### src/design/owm_pkg.sv
// Shared types, constants and the arctangent table for the odometry waypoint navigator.
`default_nettype none

package owm_pkg;

  // Fixed-point constants
  localparam logic [37:0] INV2PI_Q40 = 38'd174992710647;
  localparam logic [38:0] INV2PI_X2  = 39'd349985421294;
  localparam logic [26:0] TWOPI_Q24  = 27'd105414357;
  localparam logic [29:0] CORDIC_K   = 30'd652032875;
  localparam int          CordicSteps = 30;

  // Register reset values
  localparam logic [20:0] WHEEL_BASE_RST = 21'd55574;
  localparam logic [15:0] POS_TOL_RST    = 16'd10486;
  localparam logic [13:0] DIR_TOL_RST    = 14'd521;
  localparam logic [9:0]  TURN_SPD_RST   = 10'd100;
  localparam logic [9:0]  FWD_SPD_RST    = 10'd300;
  localparam logic [31:0] TARGET_X_RST   = 32'd629146;
  localparam logic [31:0] TARGET_Y_RST   = 32'd2673869;

  // Divider bit counts
  localparam logic [6:0] DIV_CNT_T    = 7'd62;
  localparam logic [6:0] DIV_CNT_POLY = 7'd30;
  localparam logic [6:0] DIV_CNT_SINC = 7'd63;

  typedef enum logic [2:0] {
    CFG_WHEEL_BASE = 3'd0,
    CFG_POS_TOL    = 3'd1,
    CFG_DIR_TOL    = 3'd2,
    CFG_TURN_SPEED = 3'd3,
    CFG_FWD_SPEED  = 3'd4,
    CFG_TARGET_X   = 3'd5,
    CFG_TARGET_Y   = 3'd6
  } cfg_idx_t;

  typedef enum logic {
    MD_MUL,
    MD_DIV
  } md_op_t;

  typedef enum logic {
    CD_ROT,
    CD_VEC
  } cd_mode_t;

  typedef struct packed {
    logic       start;
    md_op_t     op;
    logic [6:0] cnt;
  } md_req_t;

  typedef struct packed {
    logic     start;
    cd_mode_t mode;
  } cd_req_t;

  typedef enum logic [4:0] {
    S_IDLE,
    S_TMUL,
    S_TDIV,
    S_XMUL,
    S_X2,
    S_X4,
    S_X6,
    S_D2,
    S_D4,
    S_D6,
    S_SROT,
    S_SMUL,
    S_SDIV,
    S_UMUL,
    S_DROT,
    S_DXMUL,
    S_DYMUL,
    S_CTRL,
    S_VEC,
    S_OUT
  } state_t;

  // atan(2^-i) in Q32 circles
  function automatic logic [29:0] atan_lut(input logic [4:0] idx);
    logic [29:0] v;
    case (idx)
      5'd0:  v = 30'd536870912;
      5'd1:  v = 30'd316933406;
      5'd2:  v = 30'd167458907;
      5'd3:  v = 30'd85004756;
      5'd4:  v = 30'd42667331;
      5'd5:  v = 30'd21354465;
      5'd6:  v = 30'd10679838;
      5'd7:  v = 30'd5340245;
      5'd8:  v = 30'd2670163;
      5'd9:  v = 30'd1335087;
      5'd10: v = 30'd667544;
      5'd11: v = 30'd333772;
      5'd12: v = 30'd166886;
      5'd13: v = 30'd83443;
      5'd14: v = 30'd41722;
      5'd15: v = 30'd20861;
      5'd16: v = 30'd10430;
      5'd17: v = 30'd5215;
      5'd18: v = 30'd2608;
      5'd19: v = 30'd1304;
      5'd20: v = 30'd652;
      5'd21: v = 30'd326;
      5'd22: v = 30'd163;
      5'd23: v = 30'd81;
      5'd24: v = 30'd41;
      5'd25: v = 30'd20;
      5'd26: v = 30'd10;
      5'd27: v = 30'd5;
      5'd28: v = 30'd3;
      5'd29: v = 30'd1;
      default: v = 30'd0;
    endcase
    return v;
  endfunction

endpackage

`default_nettype wire

### src/design/owm_muldiv.sv
// Bit-serial unsigned multiplier and restoring divider, one bit per cycle.
`default_nettype none

module owm_muldiv (
  input  wire logic            clk,
  input  wire logic            rst_n,
  input  wire owm_pkg::md_req_t req,
  input  wire logic [63:0]     a_i,
  input  wire logic [63:0]     b_i,
  output logic                 done_o,
  output logic [63:0]          res_o
);

  logic              busy_r, busy_nxt;
  logic              done_r, done_nxt;
  owm_pkg::md_op_t   op_r, op_nxt;
  logic [63:0]       acc_r, acc_nxt;
  logic [63:0]       a_r, a_nxt;
  logic [63:0]       b_r, b_nxt;
  logic [63:0]       rem_r, rem_nxt;
  logic [6:0]        cnt_r, cnt_nxt;

  // Step logic: multiplier bits LSB first, dividend bits MSB first
  always_comb begin
    logic [64:0] rem_sh;
    logic [6:0]  shamt;
    busy_nxt = busy_r;
    done_nxt = 1'b0;
    op_nxt   = op_r;
    acc_nxt  = acc_r;
    a_nxt    = a_r;
    b_nxt    = b_r;
    rem_nxt  = rem_r;
    cnt_nxt  = cnt_r;
    rem_sh   = {rem_r, b_r[63]};
    shamt    = 7'd64 - req.cnt;
    if (req.start) begin
      busy_nxt = 1'b1;
      op_nxt   = req.op;
      acc_nxt  = '0;
      a_nxt    = a_i;
      b_nxt    = (req.op == owm_pkg::MD_DIV) ? (b_i << shamt) : b_i;
      rem_nxt  = '0;
      cnt_nxt  = req.cnt;
    end else if (busy_r) begin
      if (op_r == owm_pkg::MD_MUL) begin
        if (b_r == '0) begin
          busy_nxt = 1'b0;
          done_nxt = 1'b1;
        end else begin
          if (b_r[0]) acc_nxt = acc_r + a_r;
          a_nxt = {a_r[62:0], 1'b0};
          b_nxt = {1'b0, b_r[63:1]};
        end
      end else begin
        if (rem_sh >= {1'b0, a_r}) begin
          rem_nxt = 64'(rem_sh - {1'b0, a_r});
          b_nxt   = {b_r[62:0], 1'b1};
        end else begin
          rem_nxt = rem_sh[63:0];
          b_nxt   = {b_r[62:0], 1'b0};
        end
        cnt_nxt = cnt_r - 7'd1;
        if (cnt_r == 7'd1) begin
          busy_nxt = 1'b0;
          done_nxt = 1'b1;
        end
      end
    end
  end

  // Control registers
  always_ff @(posedge clk) begin
    if (!rst_n) begin
      busy_r <= 1'b0;
      done_r <= 1'b0;
    end else begin
      busy_r <= busy_nxt;
      done_r <= done_nxt;
    end
  end

  // Datapath registers
  always_ff @(posedge clk) begin
    op_r  <= op_nxt;
    acc_r <= acc_nxt;
    a_r   <= a_nxt;
    b_r   <= b_nxt;
    rem_r <= rem_nxt;
    cnt_r <= cnt_nxt;
  end

  assign done_o = done_r;
  assign res_o  = (op_r == owm_pkg::MD_DIV) ? b_r : acc_r;

endmodule

`default_nettype wire

### src/design/owm_cordic.sv
// Iterative CORDIC, one micro-rotation per cycle, rotation and vectoring modes.
`default_nettype none

module owm_cordic (
  input  wire logic             clk,
  input  wire logic             rst_n,
  input  wire owm_pkg::cd_req_t req,
  input  wire logic [31:0]      ang_i,
  input  wire logic signed [32:0] vx_i,
  input  wire logic signed [32:0] vy_i,
  output logic                  done_o,
  output logic signed [32:0]    cos_o,
  output logic signed [32:0]    sin_o,
  output logic [31:0]           ang_o
);

  logic                busy_r, busy_nxt;
  logic                done_r, done_nxt;
  owm_pkg::cd_mode_t   mode_r, mode_nxt;
  logic                neg_r, neg_nxt;
  logic signed [35:0]  x_r, x_nxt;
  logic signed [35:0]  y_r, y_nxt;
  logic signed [33:0]  z_r, z_nxt;
  logic [4:0]          i_r, i_nxt;

  // Start-up fold and one micro-rotation per cycle
  always_comb begin
    logic [31:0]        a_off;
    logic [31:0]        a_f;
    logic signed [35:0] sx, sy, vx_e, vy_e;
    logic signed [33:0] at;
    logic               dir;
    busy_nxt = busy_r;
    done_nxt = 1'b0;
    mode_nxt = mode_r;
    neg_nxt  = neg_r;
    x_nxt    = x_r;
    y_nxt    = y_r;
    z_nxt    = z_r;
    i_nxt    = i_r;
    a_off    = ang_i - 32'h4000_0000;
    a_f      = a_off[31] ? ang_i : (ang_i ^ 32'h8000_0000);
    vx_e     = 36'(vx_i);
    vy_e     = 36'(vy_i);
    sx       = x_r >>> i_r;
    sy       = y_r >>> i_r;
    at       = 34'(owm_pkg::atan_lut(i_r));
    dir      = (mode_r == owm_pkg::CD_ROT) ? !z_r[33] : y_r[35];
    if (req.start) begin
      busy_nxt = 1'b1;
      mode_nxt = req.mode;
      i_nxt    = '0;
      if (req.mode == owm_pkg::CD_ROT) begin
        neg_nxt = !a_off[31];
        x_nxt   = 36'(owm_pkg::CORDIC_K);
        y_nxt   = '0;
        z_nxt   = 34'($signed(a_f));
      end else begin
        neg_nxt = 1'b0;
        x_nxt   = vx_i[32] ? -vx_e : vx_e;
        y_nxt   = vx_i[32] ? -vy_e : vy_e;
        z_nxt   = vx_i[32] ? 34'sh0_8000_0000 : 34'sd0;
      end
    end else if (busy_r) begin
      if (dir) begin
        x_nxt = x_r - sy;
        y_nxt = y_r + sx;
        z_nxt = z_r - at;
      end else begin
        x_nxt = x_r + sy;
        y_nxt = y_r - sx;
        z_nxt = z_r + at;
      end
      i_nxt = i_r + 5'd1;
      if (i_r == 5'(owm_pkg::CordicSteps - 1)) begin
        busy_nxt = 1'b0;
        done_nxt = 1'b1;
      end
    end
  end

  // Control registers
  always_ff @(posedge clk) begin
    if (!rst_n) begin
      busy_r <= 1'b0;
      done_r <= 1'b0;
    end else begin
      busy_r <= busy_nxt;
      done_r <= done_nxt;
    end
  end

  // Datapath registers
  always_ff @(posedge clk) begin
    mode_r <= mode_nxt;
    neg_r  <= neg_nxt;
    x_r    <= x_nxt;
    y_r    <= y_nxt;
    z_r    <= z_nxt;
    i_r    <= i_nxt;
  end

  // Undo the half-turn fold
  always_comb begin
    logic signed [35:0] xo, yo;
    xo    = neg_r ? -x_r : x_r;
    yo    = neg_r ? -y_r : y_r;
    cos_o = xo[32:0];
    sin_o = yo[32:0];
  end

  assign done_o = done_r;
  assign ang_o  = z_r[31:0];

endmodule

`default_nettype wire

### src/design/odometry_waypoint_navigator.sv
// Odometry waypoint navigator top level: sequencer, state and channel registers.
//
//  channel  | ports                               | handshake
//  ---------+-------------------------------------+-----------------------------
//  input    | in_left_travel, in_right_travel     | in_valid / in_stall
//  result   | out_left_speed .. out_heading       | out_valid / out_stall
//  config   | cfg_index, cfg_data                 | cfg_we, no wait
//
// One item runs as a chain of serial operations: every multiply steps through
// the multiplier bits up to its top set bit, divides produce 62, 30 or 63
// quotient bits, each CORDIC pass makes 30 micro-rotations, and each operation
// adds a launch step. Items are worked one at a time.
// Reset loads the register defaults and clears pose, route step and held speeds.
// A result waiting under out_stall does not block the next input transfer.
`default_nettype none

module odometry_waypoint_navigator (
  input  wire logic               clk,
  input  wire logic               rst_n,
  input  wire logic               in_valid,
  output logic                    in_stall,
  input  wire logic signed [23:0] in_left_travel,
  input  wire logic signed [23:0] in_right_travel,
  output logic                    out_valid,
  input  wire logic               out_stall,
  output logic signed [10:0]      out_left_speed,
  output logic signed [10:0]      out_right_speed,
  output logic [1:0]              out_waypoint_index,
  output logic                    out_route_done,
  output logic signed [31:0]      out_pos_x,
  output logic signed [31:0]      out_pos_y,
  output logic [15:0]             out_heading,
  input  wire logic               cfg_we,
  input  wire logic [2:0]         cfg_index,
  input  wire logic [31:0]        cfg_data
);

  // Configuration registers
  logic [20:0] wheel_base_r;
  logic [15:0] pos_tol_r;
  logic [13:0] dir_tol_r;
  logic [9:0]  turn_spd_r;
  logic [9:0]  fwd_spd_r;
  logic [31:0] target_x_r;
  logic [31:0] target_y_r;

  // Navigation state
  logic signed [31:0] est_x_r;
  logic signed [31:0] est_y_r;
  logic [15:0]        est_heading_r;
  logic [1:0]         step_r;
  logic signed [10:0] held_l_r;
  logic signed [10:0] held_r_r;
  logic               done_r;

  // Per-item working registers
  logic [23:0] absd_r;
  logic        dneg_r;
  logic [24:0] summ_r;
  logic        sumneg_r;
  logic [62:0] wide_r;
  logic [61:0] t_r;
  logic [28:0] x_r, x2_r, x4_r;
  logic [30:0] poly_r;
  logic [26:0] s24m_r;
  logic [25:0] sincm_r;
  logic        sincneg_r;
  logic [25:0] um_r;
  logic        un_r;

  owm_pkg::state_t state_r, state_nxt;
  logic            run_r;

  // Unit requests and results
  owm_pkg::md_req_t   md_req;
  logic [63:0]        md_a, md_b, md_res;
  logic               md_done;
  owm_pkg::cd_req_t   cd_req;
  logic [31:0]        cd_ang_in, cd_ang;
  logic signed [32:0] cd_vx, cd_vy, cd_cos, cd_sin;
  logic               cd_done;
  logic               md_state, cd_state, op_done, op_start;

  logic               in_xfer, out_load;
  logic [20:0]        wb_eff;
  logic [31:0]        half_v, dir_ang;
  logic [15:0]        dth_v;
  logic signed [33:0] ex, ey;
  logic [33:0]        ex_m, ey_m;
  logic               reach;
  logic [30:0]        cmag, smag;
  logic               out_valid_r;

  owm_muldiv u_muldiv (
    .clk    (clk),
    .rst_n  (rst_n),
    .req    (md_req),
    .a_i    (md_a),
    .b_i    (md_b),
    .done_o (md_done),
    .res_o  (md_res)
  );

  owm_cordic u_cordic (
    .clk    (clk),
    .rst_n  (rst_n),
    .req    (cd_req),
    .ang_i  (cd_ang_in),
    .vx_i   (cd_vx),
    .vy_i   (cd_vy),
    .done_o (cd_done),
    .cos_o  (cd_cos),
    .sin_o  (cd_sin),
    .ang_o  (cd_ang)
  );

  // Derived values
  always_comb begin
    logic [40:0]        hsum;
    logic [39:0]        dsum;
    logic signed [32:0] c_s, s_s;
    wb_eff  = (wheel_base_r == '0) ? 21'd1 : wheel_base_r;
    hsum    = t_r[40:0] + 41'd256;
    dsum    = t_r[39:0] + 40'h80_0000;
    half_v  = dneg_r ? -hsum[40:9] : hsum[40:9];
    dth_v   = dneg_r ? -dsum[39:24] : dsum[39:24];
    dir_ang = {est_heading_r, 16'h0000} + half_v;
    ex      = 34'($signed(target_x_r)) - 34'(est_x_r);
    ey      = ((step_r == 2'd0) ? 34'sd0 : 34'($signed(target_y_r))) - 34'(est_y_r);
    ex_m    = ex[33] ? 34'(-ex) : 34'(ex);
    ey_m    = ey[33] ? 34'(-ey) : 34'(ey);
    reach   = (ex_m <= 34'(pos_tol_r)) && (ey_m <= 34'(pos_tol_r));
    c_s     = cd_cos[32] ? -cd_cos : cd_cos;
    s_s     = cd_sin[32] ? -cd_sin : cd_sin;
    cmag    = c_s[30:0];
    smag    = s_s[30:0];
  end

  always_comb begin
    case (state_r)
      owm_pkg::S_TMUL, owm_pkg::S_TDIV, owm_pkg::S_XMUL, owm_pkg::S_X2,
      owm_pkg::S_X4, owm_pkg::S_X6, owm_pkg::S_D2, owm_pkg::S_D4,
      owm_pkg::S_D6, owm_pkg::S_SMUL, owm_pkg::S_SDIV, owm_pkg::S_UMUL,
      owm_pkg::S_DXMUL, owm_pkg::S_DYMUL: md_state = 1'b1;
      default: md_state = 1'b0;
    endcase
  end

  assign cd_state = (state_r == owm_pkg::S_SROT) || (state_r == owm_pkg::S_DROT) ||
                    (state_r == owm_pkg::S_VEC);
  assign op_start = (md_state || cd_state) && !run_r;
  assign op_done  = md_state ? md_done : (cd_state & cd_done);
  assign in_xfer  = in_valid && !in_stall;
  assign out_load = (state_r == owm_pkg::S_OUT) && (!out_valid_r || !out_stall);

  // Next state
  always_comb begin
    state_nxt = state_r;
    case (state_r)
      owm_pkg::S_IDLE:  if (in_valid) state_nxt = owm_pkg::S_TMUL;
      owm_pkg::S_TMUL:  if (op_done) state_nxt = owm_pkg::S_TDIV;
      owm_pkg::S_TDIV: begin
        if (op_done) begin
          state_nxt = (md_res[61:37] == '0) ? owm_pkg::S_XMUL : owm_pkg::S_SROT;
        end
      end
      owm_pkg::S_XMUL:  if (op_done) state_nxt = owm_pkg::S_X2;
      owm_pkg::S_X2:    if (op_done) state_nxt = owm_pkg::S_X4;
      owm_pkg::S_X4:    if (op_done) state_nxt = owm_pkg::S_X6;
      owm_pkg::S_X6:    if (op_done) state_nxt = owm_pkg::S_D2;
      owm_pkg::S_D2:    if (op_done) state_nxt = owm_pkg::S_D4;
      owm_pkg::S_D4:    if (op_done) state_nxt = owm_pkg::S_D6;
      owm_pkg::S_D6:    if (op_done) state_nxt = owm_pkg::S_UMUL;
      owm_pkg::S_SROT:  if (op_done) state_nxt = owm_pkg::S_SMUL;
      owm_pkg::S_SMUL:  if (op_done) state_nxt = owm_pkg::S_SDIV;
      owm_pkg::S_SDIV:  if (op_done) state_nxt = owm_pkg::S_UMUL;
      owm_pkg::S_UMUL:  if (op_done) state_nxt = owm_pkg::S_DROT;
      owm_pkg::S_DROT:  if (op_done) state_nxt = owm_pkg::S_DXMUL;
      owm_pkg::S_DXMUL: if (op_done) state_nxt = owm_pkg::S_DYMUL;
      owm_pkg::S_DYMUL: if (op_done) state_nxt = owm_pkg::S_CTRL;
      owm_pkg::S_CTRL: begin
        state_nxt = (step_r[1] || reach) ? owm_pkg::S_OUT : owm_pkg::S_VEC;
      end
      owm_pkg::S_VEC:   if (op_done) state_nxt = owm_pkg::S_OUT;
      owm_pkg::S_OUT:   if (out_load) state_nxt = owm_pkg::S_IDLE;
      default:          state_nxt = owm_pkg::S_IDLE;
    endcase
  end

  // Unit operands per state
  always_comb begin
    in_stall      = (state_r != owm_pkg::S_IDLE);
    md_req.start  = op_start && md_state;
    md_req.op     = owm_pkg::MD_MUL;
    md_req.cnt    = owm_pkg::DIV_CNT_POLY;
    md_a          = '0;
    md_b          = '0;
    cd_req.start  = op_start && cd_state;
    cd_req.mode   = owm_pkg::CD_ROT;
    cd_ang_in     = dir_ang;
    cd_vx         = ex[32:0];
    cd_vy         = ey[32:0];
    case (state_r)
      owm_pkg::S_TMUL: begin
        md_a = 64'(owm_pkg::INV2PI_Q40);
        md_b = 64'(absd_r);
      end
      owm_pkg::S_TDIV: begin
        md_req.op  = owm_pkg::MD_DIV;
        md_req.cnt = owm_pkg::DIV_CNT_T;
        md_a       = 64'(wb_eff);
        md_b       = 64'(wide_r);
      end
      owm_pkg::S_XMUL: begin
        md_a = 64'(owm_pkg::TWOPI_Q24);
        md_b = 64'(t_r);
      end
      owm_pkg::S_X2: begin
        md_a = 64'(x_r);
        md_b = 64'(x_r);
      end
      owm_pkg::S_X4: begin
        md_a = 64'(x2_r);
        md_b = 64'(x2_r);
      end
      owm_pkg::S_X6: begin
        md_a = 64'(x4_r);
        md_b = 64'(x2_r);
      end
      owm_pkg::S_D2: begin
        md_req.op = owm_pkg::MD_DIV;
        md_a      = 64'd6;
        md_b      = 64'(x2_r);
      end
      owm_pkg::S_D4: begin
        md_req.op = owm_pkg::MD_DIV;
        md_a      = 64'd120;
        md_b      = 64'(x4_r);
      end
      owm_pkg::S_D6: begin
        md_req.op = owm_pkg::MD_DIV;
        md_a      = 64'd5040;
        md_b      = 64'(wide_r);
      end
      owm_pkg::S_SROT: cd_ang_in = t_r[40:9];
      owm_pkg::S_SMUL: begin
        md_a = 64'(owm_pkg::INV2PI_X2);
        md_b = 64'(s24m_r);
      end
      owm_pkg::S_SDIV: begin
        md_req.op  = owm_pkg::MD_DIV;
        md_req.cnt = owm_pkg::DIV_CNT_SINC;
        md_a       = 64'(t_r);
        md_b       = 64'(wide_r);
      end
      owm_pkg::S_UMUL: begin
        md_a = 64'(summ_r);
        md_b = 64'(sincm_r);
      end
      owm_pkg::S_DXMUL: begin
        md_a = 64'(um_r);
        md_b = 64'(cmag);
      end
      owm_pkg::S_DYMUL: begin
        md_a = 64'(um_r);
        md_b = 64'(smag);
      end
      owm_pkg::S_VEC: cd_req.mode = owm_pkg::CD_VEC;
      default: ;
    endcase
  end

  // Sequencer control
  always_ff @(posedge clk) begin
    if (!rst_n) begin
      state_r <= owm_pkg::S_IDLE;
      run_r   <= 1'b0;
    end else begin
      state_r <= state_nxt;
      if (op_start) run_r <= 1'b1;
      else if (op_done) run_r <= 1'b0;
    end
  end

  // Configuration writes
  always_ff @(posedge clk) begin
    if (!rst_n) begin
      wheel_base_r <= owm_pkg::WHEEL_BASE_RST;
      pos_tol_r    <= owm_pkg::POS_TOL_RST;
      dir_tol_r    <= owm_pkg::DIR_TOL_RST;
      turn_spd_r   <= owm_pkg::TURN_SPD_RST;
      fwd_spd_r    <= owm_pkg::FWD_SPD_RST;
      target_x_r   <= owm_pkg::TARGET_X_RST;
      target_y_r   <= owm_pkg::TARGET_Y_RST;
    end else if (cfg_we) begin
      case (owm_pkg::cfg_idx_t'(cfg_index))
        owm_pkg::CFG_WHEEL_BASE: wheel_base_r <= {1'b0, cfg_data[19:0]} |
                                                 {cfg_data[20], 20'h0};
        owm_pkg::CFG_POS_TOL:    pos_tol_r    <= cfg_data[15:0];
        owm_pkg::CFG_DIR_TOL:    dir_tol_r    <= cfg_data[13:0];
        owm_pkg::CFG_TURN_SPEED: turn_spd_r   <= cfg_data[9:0];
        owm_pkg::CFG_FWD_SPEED:  fwd_spd_r    <= cfg_data[9:0];
        owm_pkg::CFG_TARGET_X:   target_x_r   <= cfg_data;
        owm_pkg::CFG_TARGET_Y:   target_y_r   <= cfg_data;
        default: ;
      endcase
    end
  end

  // Working registers, loaded on an input transfer and as each operation finishes
  always_ff @(posedge clk) begin
    logic signed [24:0] sum_s;
    logic signed [24:0] dif_s;
    logic signed [32:0] s24;
    sum_s = 25'(in_left_travel) + 25'(in_right_travel);
    dif_s = 25'(in_right_travel) - 25'(in_left_travel);
    s24   = cd_sin >>> 6;
    if (in_xfer) begin
      absd_r   <= dif_s[24] ? 24'(-dif_s) : dif_s[23:0];
      dneg_r   <= dif_s[24];
      summ_r   <= sum_s[24] ? 25'(-sum_s) : 25'(sum_s);
      sumneg_r <= sum_s[24];
    end
    if (op_done) begin
      case (state_r)
        owm_pkg::S_TMUL: wide_r <= md_res[62:0];
        owm_pkg::S_TDIV: t_r    <= md_res[61:0];
        owm_pkg::S_XMUL: x_r    <= md_res[63:35];
        owm_pkg::S_X2:   x2_r   <= md_res[58:30];
        owm_pkg::S_X4:   x4_r   <= md_res[58:30];
        owm_pkg::S_X6:   wide_r <= 63'(md_res[58:30]);
        owm_pkg::S_D2:   poly_r <= 31'h4000_0000 - 31'(md_res[28:0]);
        owm_pkg::S_D4:   poly_r <= poly_r + 31'(md_res[28:0]);
        owm_pkg::S_D6: begin
          sincm_r   <= 26'((poly_r - 31'(md_res[28:0])) >> 6);
          sincneg_r <= 1'b0;
        end
        owm_pkg::S_SROT: begin
          s24m_r    <= s24[32] ? 27'(-s24) : s24[26:0];
          sincneg_r <= s24[32];
        end
        owm_pkg::S_SMUL: wide_r  <= md_res[62:0];
        owm_pkg::S_SDIV: sincm_r <= md_res[25:0];
        owm_pkg::S_UMUL: begin
          um_r <= 26'((md_res + 64'h100_0000) >> 25);
          un_r <= sumneg_r ^ sincneg_r;
        end
        default: ;
      endcase
    end
  end

  // Pose update and route control
  always_ff @(posedge clk) begin
    logic [63:0]        rnd;
    logic signed [33:0] dlt, acc;
    logic signed [31:0] upd;
    logic [31:0]        err_u;
    logic signed [32:0] err, tol;
    rnd   = (md_res + 64'h2000_0000) >> 30;
    dlt   = 34'(rnd[26:0]);
    if (state_r == owm_pkg::S_DXMUL) begin
      if (un_r ^ cd_cos[32]) dlt = -dlt;
      acc = 34'(est_x_r) + dlt;
    end else begin
      if (un_r ^ cd_sin[32]) dlt = -dlt;
      acc = 34'(est_y_r) + dlt;
    end
    if (acc > 34'sh0_7FFF_FFFF) upd = 32'sh7FFF_FFFF;
    else if (acc < -34'sh0_8000_0000) upd = 32'sh8000_0000;
    else upd = acc[31:0];
    err_u = cd_ang - {est_heading_r, 16'h0000};
    err   = 33'($signed(err_u));
    tol   = 33'({dir_tol_r, 16'h0000});
    if (!rst_n) begin
      est_x_r       <= '0;
      est_y_r       <= '0;
      est_heading_r <= '0;
      step_r        <= '0;
      held_l_r      <= '0;
      held_r_r      <= '0;
      done_r        <= 1'b0;
    end else begin
      if (op_done && state_r == owm_pkg::S_DXMUL) est_x_r <= upd;
      if (op_done && state_r == owm_pkg::S_DYMUL) begin
        est_y_r       <= upd;
        est_heading_r <= est_heading_r + dth_v;
      end
      if (state_r == owm_pkg::S_CTRL) begin
        done_r <= step_r[1];
        if (step_r[1]) begin
          held_l_r <= '0;
          held_r_r <= '0;
        end else if (reach) begin
          step_r <= step_r + 2'd1;
        end
      end
      if (op_done && state_r == owm_pkg::S_VEC) begin
        if (err > tol) begin
          held_l_r <= -$signed({1'b0, turn_spd_r});
          held_r_r <= $signed({1'b0, turn_spd_r});
        end else if (err < -tol) begin
          held_l_r <= $signed({1'b0, turn_spd_r});
          held_r_r <= -$signed({1'b0, turn_spd_r});
        end else begin
          held_l_r <= $signed({1'b0, fwd_spd_r});
          held_r_r <= $signed({1'b0, fwd_spd_r});
        end
      end
    end
  end

  // Result register
  always_ff @(posedge clk) begin
    if (!rst_n) begin
      out_valid_r <= 1'b0;
    end else if (out_load) begin
      out_valid_r <= 1'b1;
    end else if (!out_stall) begin
      out_valid_r <= 1'b0;
    end
  end

  always_ff @(posedge clk) begin
    if (out_load) begin
      out_left_speed     <= held_l_r;
      out_right_speed    <= held_r_r;
      out_waypoint_index <= step_r;
      out_route_done     <= done_r;
      out_pos_x          <= est_x_r;
      out_pos_y          <= est_y_r;
      out_heading        <= est_heading_r;
    end
  end

  assign out_valid = out_valid_r;

`ifndef NO_ASSERTIONS
  a_md_done_in_md_state: assert property (@(posedge clk) disable iff (!rst_n)
    md_done |-> md_state) else $error("multiply/divide finished outside its step");
  a_cd_done_in_cd_state: assert property (@(posedge clk) disable iff (!rst_n)
    cd_done |-> cd_state) else $error("cordic finished outside its step");
  a_step_range: assert property (@(posedge clk) disable iff (!rst_n)
    step_r != 2'd3) else $error("route step out of range");
  a_accept_starts: assert property (@(posedge clk) disable iff (!rst_n)
    in_xfer |=> state_r == owm_pkg::S_TMUL) else $error("transfer did not start work");
`endif

endmodule

`default_nettype wire
### config.mk
export PLATFORM = sky130hd
export DESIGN_NAME = odometry_waypoint_navigator
export DESIGN_NICKNAME = d
export VERILOG_FILES = /design/src/design/owm_pkg.sv /design/src/design/owm_muldiv.sv /design/src/design/owm_cordic.sv /design/src/design/odometry_waypoint_navigator.sv
export SDC_FILE = /design/constraint.sdc
export NUM_CORES = 2
export LEC_CHECK = 0
export BUFFER_PORTS_ARGS = -buffer_cell sky130_fd_sc_hd__buf_2
export CAP_MARGIN = 20
export CORE_MARGIN = 2
export CORE_UTILIZATION = 37
export DETAILED_ROUTE_END_ITERATION = 10
export PLACE_DENSITY = 0.63
export SLEW_MARGIN = 0
export SYNTH_ARGS = -nofsm -noshare
export SYNTH_HDL_FRONTEND = slang
export SYNTH_SLANG_ARGS = --single-unit
### constraint.sdc
create_clock -name clk -period 21.1 [get_ports clk]
set_input_delay 3.165 -clock clk [delete_from_list [all_inputs] [get_ports clk]]
set_output_delay 3.165 -clock clk [all_outputs]
set_load 0.03 [all_outputs]
======== Word level (Yosys, flattened, before mapping) ========
Memory sizes are Yosys's and may differ from the RTL's. A register that Yosys moved wholly into a read port is not among the register bits.
Cells that the tools add are included.
operators by class
  add/subtract/negate cells ............... 45
  $lt $le $gt $ge ......................... 7
  equality and inequality tests ........... 49
  shift operators ......................... 3
  multiplexer cells ....................... 114
  bitwise logic cells ..................... 12
  reduce and logical (&&, ||, !) cells .... 70
operators with widths
  cell                                          number
  one-hot mux 62 bit (13 select lines)          1
  2-to-1 mux 64 bit                             11
  one-hot mux 63 bit (10 select lines)          1
  2-to-1 mux 34 bit                             12
  2-to-1 mux 36 bit                             10
  2-to-1 mux 32 bit                             6
  one-hot mux 63 bit (2 select lines)           1
  2-to-1 mux 5 bit                              22
  one-hot mux 5 bit (19 select lines)           1
  2-to-1 mux 11 bit                             7
  adder 36 bit                                  2
  negation 33 -> 36 bit                         2
  >>> shifter 36 x 5 -> 36 bit                  2
  subtractor 36 bit                             2
  adder 32 x 34 -> 34 bit                       2
  <= comparator 34 x 16 -> 1 bit                2
  2-to-1 mux 33 bit                             2
  negation 33 bit                               2
  greater-or-equal comparator 65 x 64 -> 1 bit  1
  adder 64 bit                                  1
  zero test 64 bit                              1
  left shift 63 x 7 -> 64 bit                   1
  subtractor 64 bit                             1
  2-to-1 mux 31 bit                             2
  other kinds (82)                              205
storage, ports and cells
  bits in registers ....................... 1108
  bits in read-only memories .............. 992
  bits of input ports ..................... 88
  output and inout bits ................... 107
  word-level logic and storage cells ...... 360
  memories kept ........................... 2
memory list
  memory           words  width  rd ports  clocked after Yosys merged registers in  wr ports  RTL line                            text
  (no name shown)  32     30     1         1                                        0         owm_pkg.sv:84                       case (idx)
  (no name shown)  32     1      1         1                                        0         odometry_waypoint_navigator.sv:140  case (state_r)

======== Longest topological paths before layout ========
  word-level depth ........................ 12
  mapped depth ............................ 44
  mapped depth without buffers ............ 31

======== By module ========
Synthesis repeated with hierarchy kept, for this count alone.
second synthesis, totals
  cells, all modules ...................... 11944
  area total of the unflattened synthesis .. 99898.3 um2
modules (own cells, without submodules)
  module                       instances  cells an instance  area each (um2)  seq. area each (um2)
  odometry_waypoint_navigator  1          6401               54380.9          19298.5
  owm_muldiv                   1          2920               23530.1          6686.4
  owm_cordic                   1          2623               21987.3          3983.8

======== Worst setup path before layout ========
OpenSTA, ideal clock, no wires.
  path kind ............................... reg2reg
  from .................................... reg u_muldiv.op_r
  to ...................................... reg est_y_r[14]
  library setup time ...................... 0.095 ns
  arrival time ............................ 9.258 ns
  data required time ...................... 21.005 ns
  path slack .............................. 11.746 ns
  stages on the path, launching flop included .. 41
  buffers on the path ..................... 12
  clock period less this slack ............ 9.354 ns
  cells stage by stage .................... edfxtp_1 -> buf_4 -> buf_6 -> buf_6 -> buf_4 -> buf_2 -> buf_1 -> clkbuf_1 -> clkbuf_1 -> clkbuf_1 -> clkbuf_1 -> clkbuf_1 -> mux2i_1 -> inv_1 -> ha_1 -> inv_1 -> a21o_1 -> xnor2_1 -> [... 5 more ...] -> and3_1 -> nand2_1 -> nor4_1 -> nand2_1 -> nor4_2 -> nor2_1 -> xnor2_1 -> ha_1 -> a21oi_1 -> nor4b_1 -> o311ai_0 -> a31oi_1 -> xnor2_1 -> mux2i_4 -> o21ai_2 -> clkbuf_1 -> nand2_1 -> a221oi_1
on the way
  word-level cells in the longest chain between the ends .. 10
  elaborated cells between the ends (all ways) .. 14
  those cells by class .................... 4 x add/sub; 2 x order compare; 8 x mux
RTL lines
  item                                        RTL line                                                                text
  start: declaration                          owm_muldiv.sv:16                                                        owm_pkg::md_op_t op_r, op_nxt;
  start signal: assignment                    owm_muldiv.sv:85                                                        op_r <= op_nxt;
  2-to-1 mux 64 bit *                         owm_muldiv.sv:94                                                        assign res_o = (op_r == owm_pkg::MD_DIV) ? b_r : acc_r;
  via md_res[30]                              odometry_waypoint_navigator.sv:76                                       logic [63:0] md_a, md_b, md_res;
  adder 57 x 30 -> 57 bit *                   odometry_waypoint_navigator.sv:360                                      rnd = (md_res + 64'h2000_0000) >> 30;
  negation 27 -> 34 bit                       odometry_waypoint_navigator.sv:363, odometry_waypoint_navigator.sv:366
  2-to-1 mux 34 bit (on tied branches)        odometry_waypoint_navigator.sv:366, odometry_waypoint_navigator.sv:363
  2-to-1 mux 34 bit                           odometry_waypoint_navigator.sv:362                                      if (state_r == owm_pkg::S_DXMUL) begin
  adder 32 x 34 -> 34 bit (on tied branches)  odometry_waypoint_navigator.sv:367, odometry_waypoint_navigator.sv:364
  2-to-1 mux 34 bit *                         odometry_waypoint_navigator.sv:362
  < comparator 34 x 32 -> 1 bit               odometry_waypoint_navigator.sv:370                                      else if (acc < -34'sh0_8000_0000) upd = 32'sh8000_0000;
  2-to-1 mux 32 bit                           odometry_waypoint_navigator.sv:370
  2-to-1 mux 32 bit *                         odometry_waypoint_navigator.sv:369                                      if (acc > 34'sh0_7FFF_FFFF) upd = 32'sh7FFF_FFFF;
  end signal: assignment                      odometry_waypoint_navigator.sv:386                                      est_y_r <= upd;
  end: declaration                            odometry_waypoint_navigator.sv:49                                       logic signed [31:0] est_y_r;
The timed path passes the listed nets; every way through them passes the cells marked *. The select of a mux whose other input is x is not followed.
A chain may end at the register's enable or synchronous reset.

======== Worst setup path after layout ========
  from .................................... reg u_cordic.x_r[0]
  to ...................................... reg est_x_r[12]
on the way
  word-level cells in the longest chain between the ends .. 10
  elaborated cells between the ends (all ways) .. 11
  those cells by class .................... 2 x add/sub; 2 x order compare; 6 x mux; 1 x bitwise
RTL lines
  item                           RTL line                            text
  start: declaration             owm_cordic.sv:21                    logic signed [35:0] x_r, x_nxt;
  start signal: assignment       owm_cordic.sv:97                    x_r <= x_nxt;
  negation 33 bit *              owm_cordic.sv:106                   xo = neg_r ? -x_r : x_r;
  2-to-1 mux 33 bit *            owm_cordic.sv:106
  XOR 1 bit *                    odometry_waypoint_navigator.sv:363  if (un_r ^ cd_cos[32]) dlt = -dlt;
  2-to-1 mux 34 bit *            odometry_waypoint_navigator.sv:363
  2-to-1 mux 34 bit *            odometry_waypoint_navigator.sv:362
  adder 32 x 34 -> 34 bit *      odometry_waypoint_navigator.sv:364  acc = 34'(est_x_r) + dlt;
  2-to-1 mux 34 bit *            odometry_waypoint_navigator.sv:362
  < comparator 34 x 32 -> 1 bit  odometry_waypoint_navigator.sv:370
  2-to-1 mux 32 bit              odometry_waypoint_navigator.sv:370
  2-to-1 mux 32 bit *            odometry_waypoint_navigator.sv:369
  end signal: assignment         odometry_waypoint_navigator.sv:384  if (op_done && state_r == owm_pkg::S_DXMUL) est_x_r <= upd;
  end: declaration               odometry_waypoint_navigator.sv:48   logic signed [31:0] est_x_r;
Mark *: on every way between the ends. The rest lies on a longest branch, timed or not. The select of a mux whose other input is x is not followed.

==> reports/qor.yml <==
status: "completed"
wl_um: 391000
synth_top_family_by_area: "compound AO/OA/AOI/OAI gates"
period_needed_ps: 9430
grt_pass1_wl_um: 560000
routabilityCongestion: 1.03
final_common_cell: "nand2_1"
r2r_start: "u_cordic.x_r[0]"
hold_path_class: "reg -> reg"
multiInputGateArea_sq_um: 58200
synth-compound-area-share: 0.215
instances_no_fill: 14200
cp_slowest_cell: "nor3_4"
viasPerCell: 6.17
cts_tree: "yes"
drtAntennaViolNets: 0
dp.cells: 14000
io_pins: 195
clock-sinks: 1136
startpoint_type: "flop"
crit_path_max_fanout: 25
fin_crit_sh: 0.447
die_area_sq_um: 253000
synth-seq-area-share: 0.325
grt_overflow: 0
p_leak_nw: 39.4
cts_setup_buffers: 0
seqCellArea_sq_um: 30000
postCtsHoldBufs: 0
syn_area_sq_um: 92200
fin_worst_skew_ps: 81.5
grt_setup_unrepaired: "false"
grt_max_degree: 135
hp-start: "held_l_r[8]"
ys.flop_type: "edfxtp_1"
clk_pin_slew_worst_paths_ps: 60
nFillCells: 24700
synth-xor-area-share: 0.0976
crit_arrival_ps: 10120
syn2layout_area_growth_pct: 10.7
synthDistinctLibCells: 126
rrSetupSlack_ps: 11670
fp.dieW_um: 503
synth_edf_count: 722
critPathMaxStageDelay_ps: 840
cts_made_buffers: 143
grt_use_total: 0.297
reg2reg_to: "est_x_r[12]"
avgSynthCellArea_sq_um: 8.52
cts_root_buf: "clkbuf_16"
max_clock_freq_mhz: 106
place_ws_ps: 11880
cp.required_ps: 21790
synthCells: 10800
finalPower_mw: 13.6
post_cts_resized: 0
setup_viol: 0
die_height_um: 503
clk_latency_ps: 870
crit_start: "u_cordic.x_r[0]"
port_buffers: 194
setup.worst_path.class: "reg -> reg"
yosys.area_share.simple: 0.173
antenna_found_initial: 32
fin_setup_tns_ps: 0
cp_num_buf_inv: 5
drtPass1Iterations: 8
clockBufferDepth: 3
syn_nets: 11500
cts-htree-levels: 4
layout.nets: 11500
vdd.ir_drop.worst_uv: 104
layout-drive-gt1-share: 0.0894
dp_hpwl_um: 299000
reg2regPathDepth: 31
hold_end: "out_left_speed[8]"
rows: 183
min_path_cells: 0
hold_viol: 0
synth_warnings: 0
path_delay_family: "simple AND/OR/NAND/NOR gates"
synth.area.mux_share: 0.0564
wire_per_inst_um: 27.4
grt_pass1_vias: 81200
synthAdderAreaFrac: 0.0857
drv_slew: 0
drc: 0
synth-async-reset-ratio: 0
final_cell_mix: "nand2_1, a21oi_1, nor2_1, edfxtp_1, o21ai_0"
vias: 87800
utilization: 0.411
ys_ff_latch: 1136
start_util: 0.371
drv_cap: 0
power_density_nw_per_um2: 134
worst_slack_ps: 11670
drt_iter0_drc: 12300
relSlewSlack: 0.185
tightest_slew_ps: 1210
coreArea_sq_um: 248000
crit_path_end_kind: "flop"
==> layout make-up <==
cell class,instances,area share
diodes,9,0.000221
well taps,3330,0.0408
clock inverters,75,0.0101
flip-flops and latches,1136,0.294
repair buffers,402,0.0250
inverters,559,0.0207
clock buffers,189,0.0393
multi-input cells,8540,0.570
==> registers in the layout, summed over array words and instances (netlist names), 29 cells and up, named ones only <==
| name | count |
|---|---|
| u_muldiv.a_r | 64 |
| u_muldiv.acc_r | 64 |
| u_muldiv.b_r | 64 |
| u_muldiv.rem_r | 64 |
| wide_r | 63 |
| t_r | 62 |
| u_cordic.x_r | 36 |
| u_cordic.y_r | 36 |
| u_cordic.z_r | 34 |
| est_x_r | 32 |
| est_y_r | 32 |
| out_pos_x | 32 |
| out_pos_y | 32 |
| target_x_r | 32 |
| target_y_r | 32 |
| poly_r | 31 |
| x2_r | 29 |
| x4_r | 29 |
| x_r | 29 |
==> Yosys cell counts (86+ instances only) <==
library cell | number | area, sq um
a211oi_1 | 88 | 661
a21o_1 | 206 | 1550
a21oi_1 | 927 | 4640
a221oi_1 | 86 | 753
a22oi_1 | 98 | 736
and3_1 | 104 | 651
clkbuf_1 | 479 | 1800
dfxtp_1 | 414 | 8290
edfxtp_1 | 722 | 21700
ha_1 | 607 | 7590
inv_1 | 553 | 2080
mux2i_1 | 268 | 2680
nand2_1 | 1220 | 4580
nand2b_1 | 120 | 751
nand3_1 | 270 | 1350
nand4_1 | 100 | 626
nor2_1 | 783 | 2940
nor2b_1 | 138 | 863
nor3_1 | 206 | 1030
o21a_1 | 117 | 878
o21ai_0 | 702 | 3510
o22ai_1 | 139 | 870
or3_1 | 91 | 569
xnor2_1 | 662 | 5800
xor2_1 | 356 | 3120
==> per-stage QoR <==
step | hold slack [ps] | cell area [sq um]
floorplan | 408 | 92200
global placement | 414 | 97000
CTS | 435 | 102000
detailed placement | 422 | 97000
finish | 434 | 102000
global route | 442 | 102000
==> cell families (layout without fill, tap and decap cells) <==
family,after synthesis,count (layout)
adder cells (fa/ha/maj),622,622
AND/OR/NAND/NOR,3371,3371
buffers and inverters,1142,1225
other,0,9
AO/OA/AOI/OAI,3107,3107
XOR/XNOR,1022,1022
multiplexers,418,418
flip-flops,1136,1136
==> per-layer routing <==
layer / vias to the layer above / share of wire / GRT usage
met5: - / 0.00062 / 0.00209
met4: 26 / 0.062 / 0.159
met3: 955 / 0.11 / 0.0689
met2: 4937 / 0.42 / 0.444
met1: 42400 / 0.41 / 0.396
li1: 39400 / - / -
==> power by group <==
part	internal (mW)	switching (mW)
Sequential	2.99	0.418
Combinational	2.62	4.95
Clock	1.54	1.13
==> worst max path at each step <==
stage / to / depth (start not counted) / slack, ps
3_3_place_gp: est_x_r[25] / 31 / 11900
5_1_grt: est_x_r[27] / 31 / 11090
6_report: est_x_r[12] / 31 / 11670
3_5_place_dp: est_x_r[24] / 31 / 11880
2_1_floorplan: est_y_r[14] / 40 / 11750
4_1_cts: est_x_r[12] / 31 / 11850
Power figures use the tool's default switching activity.
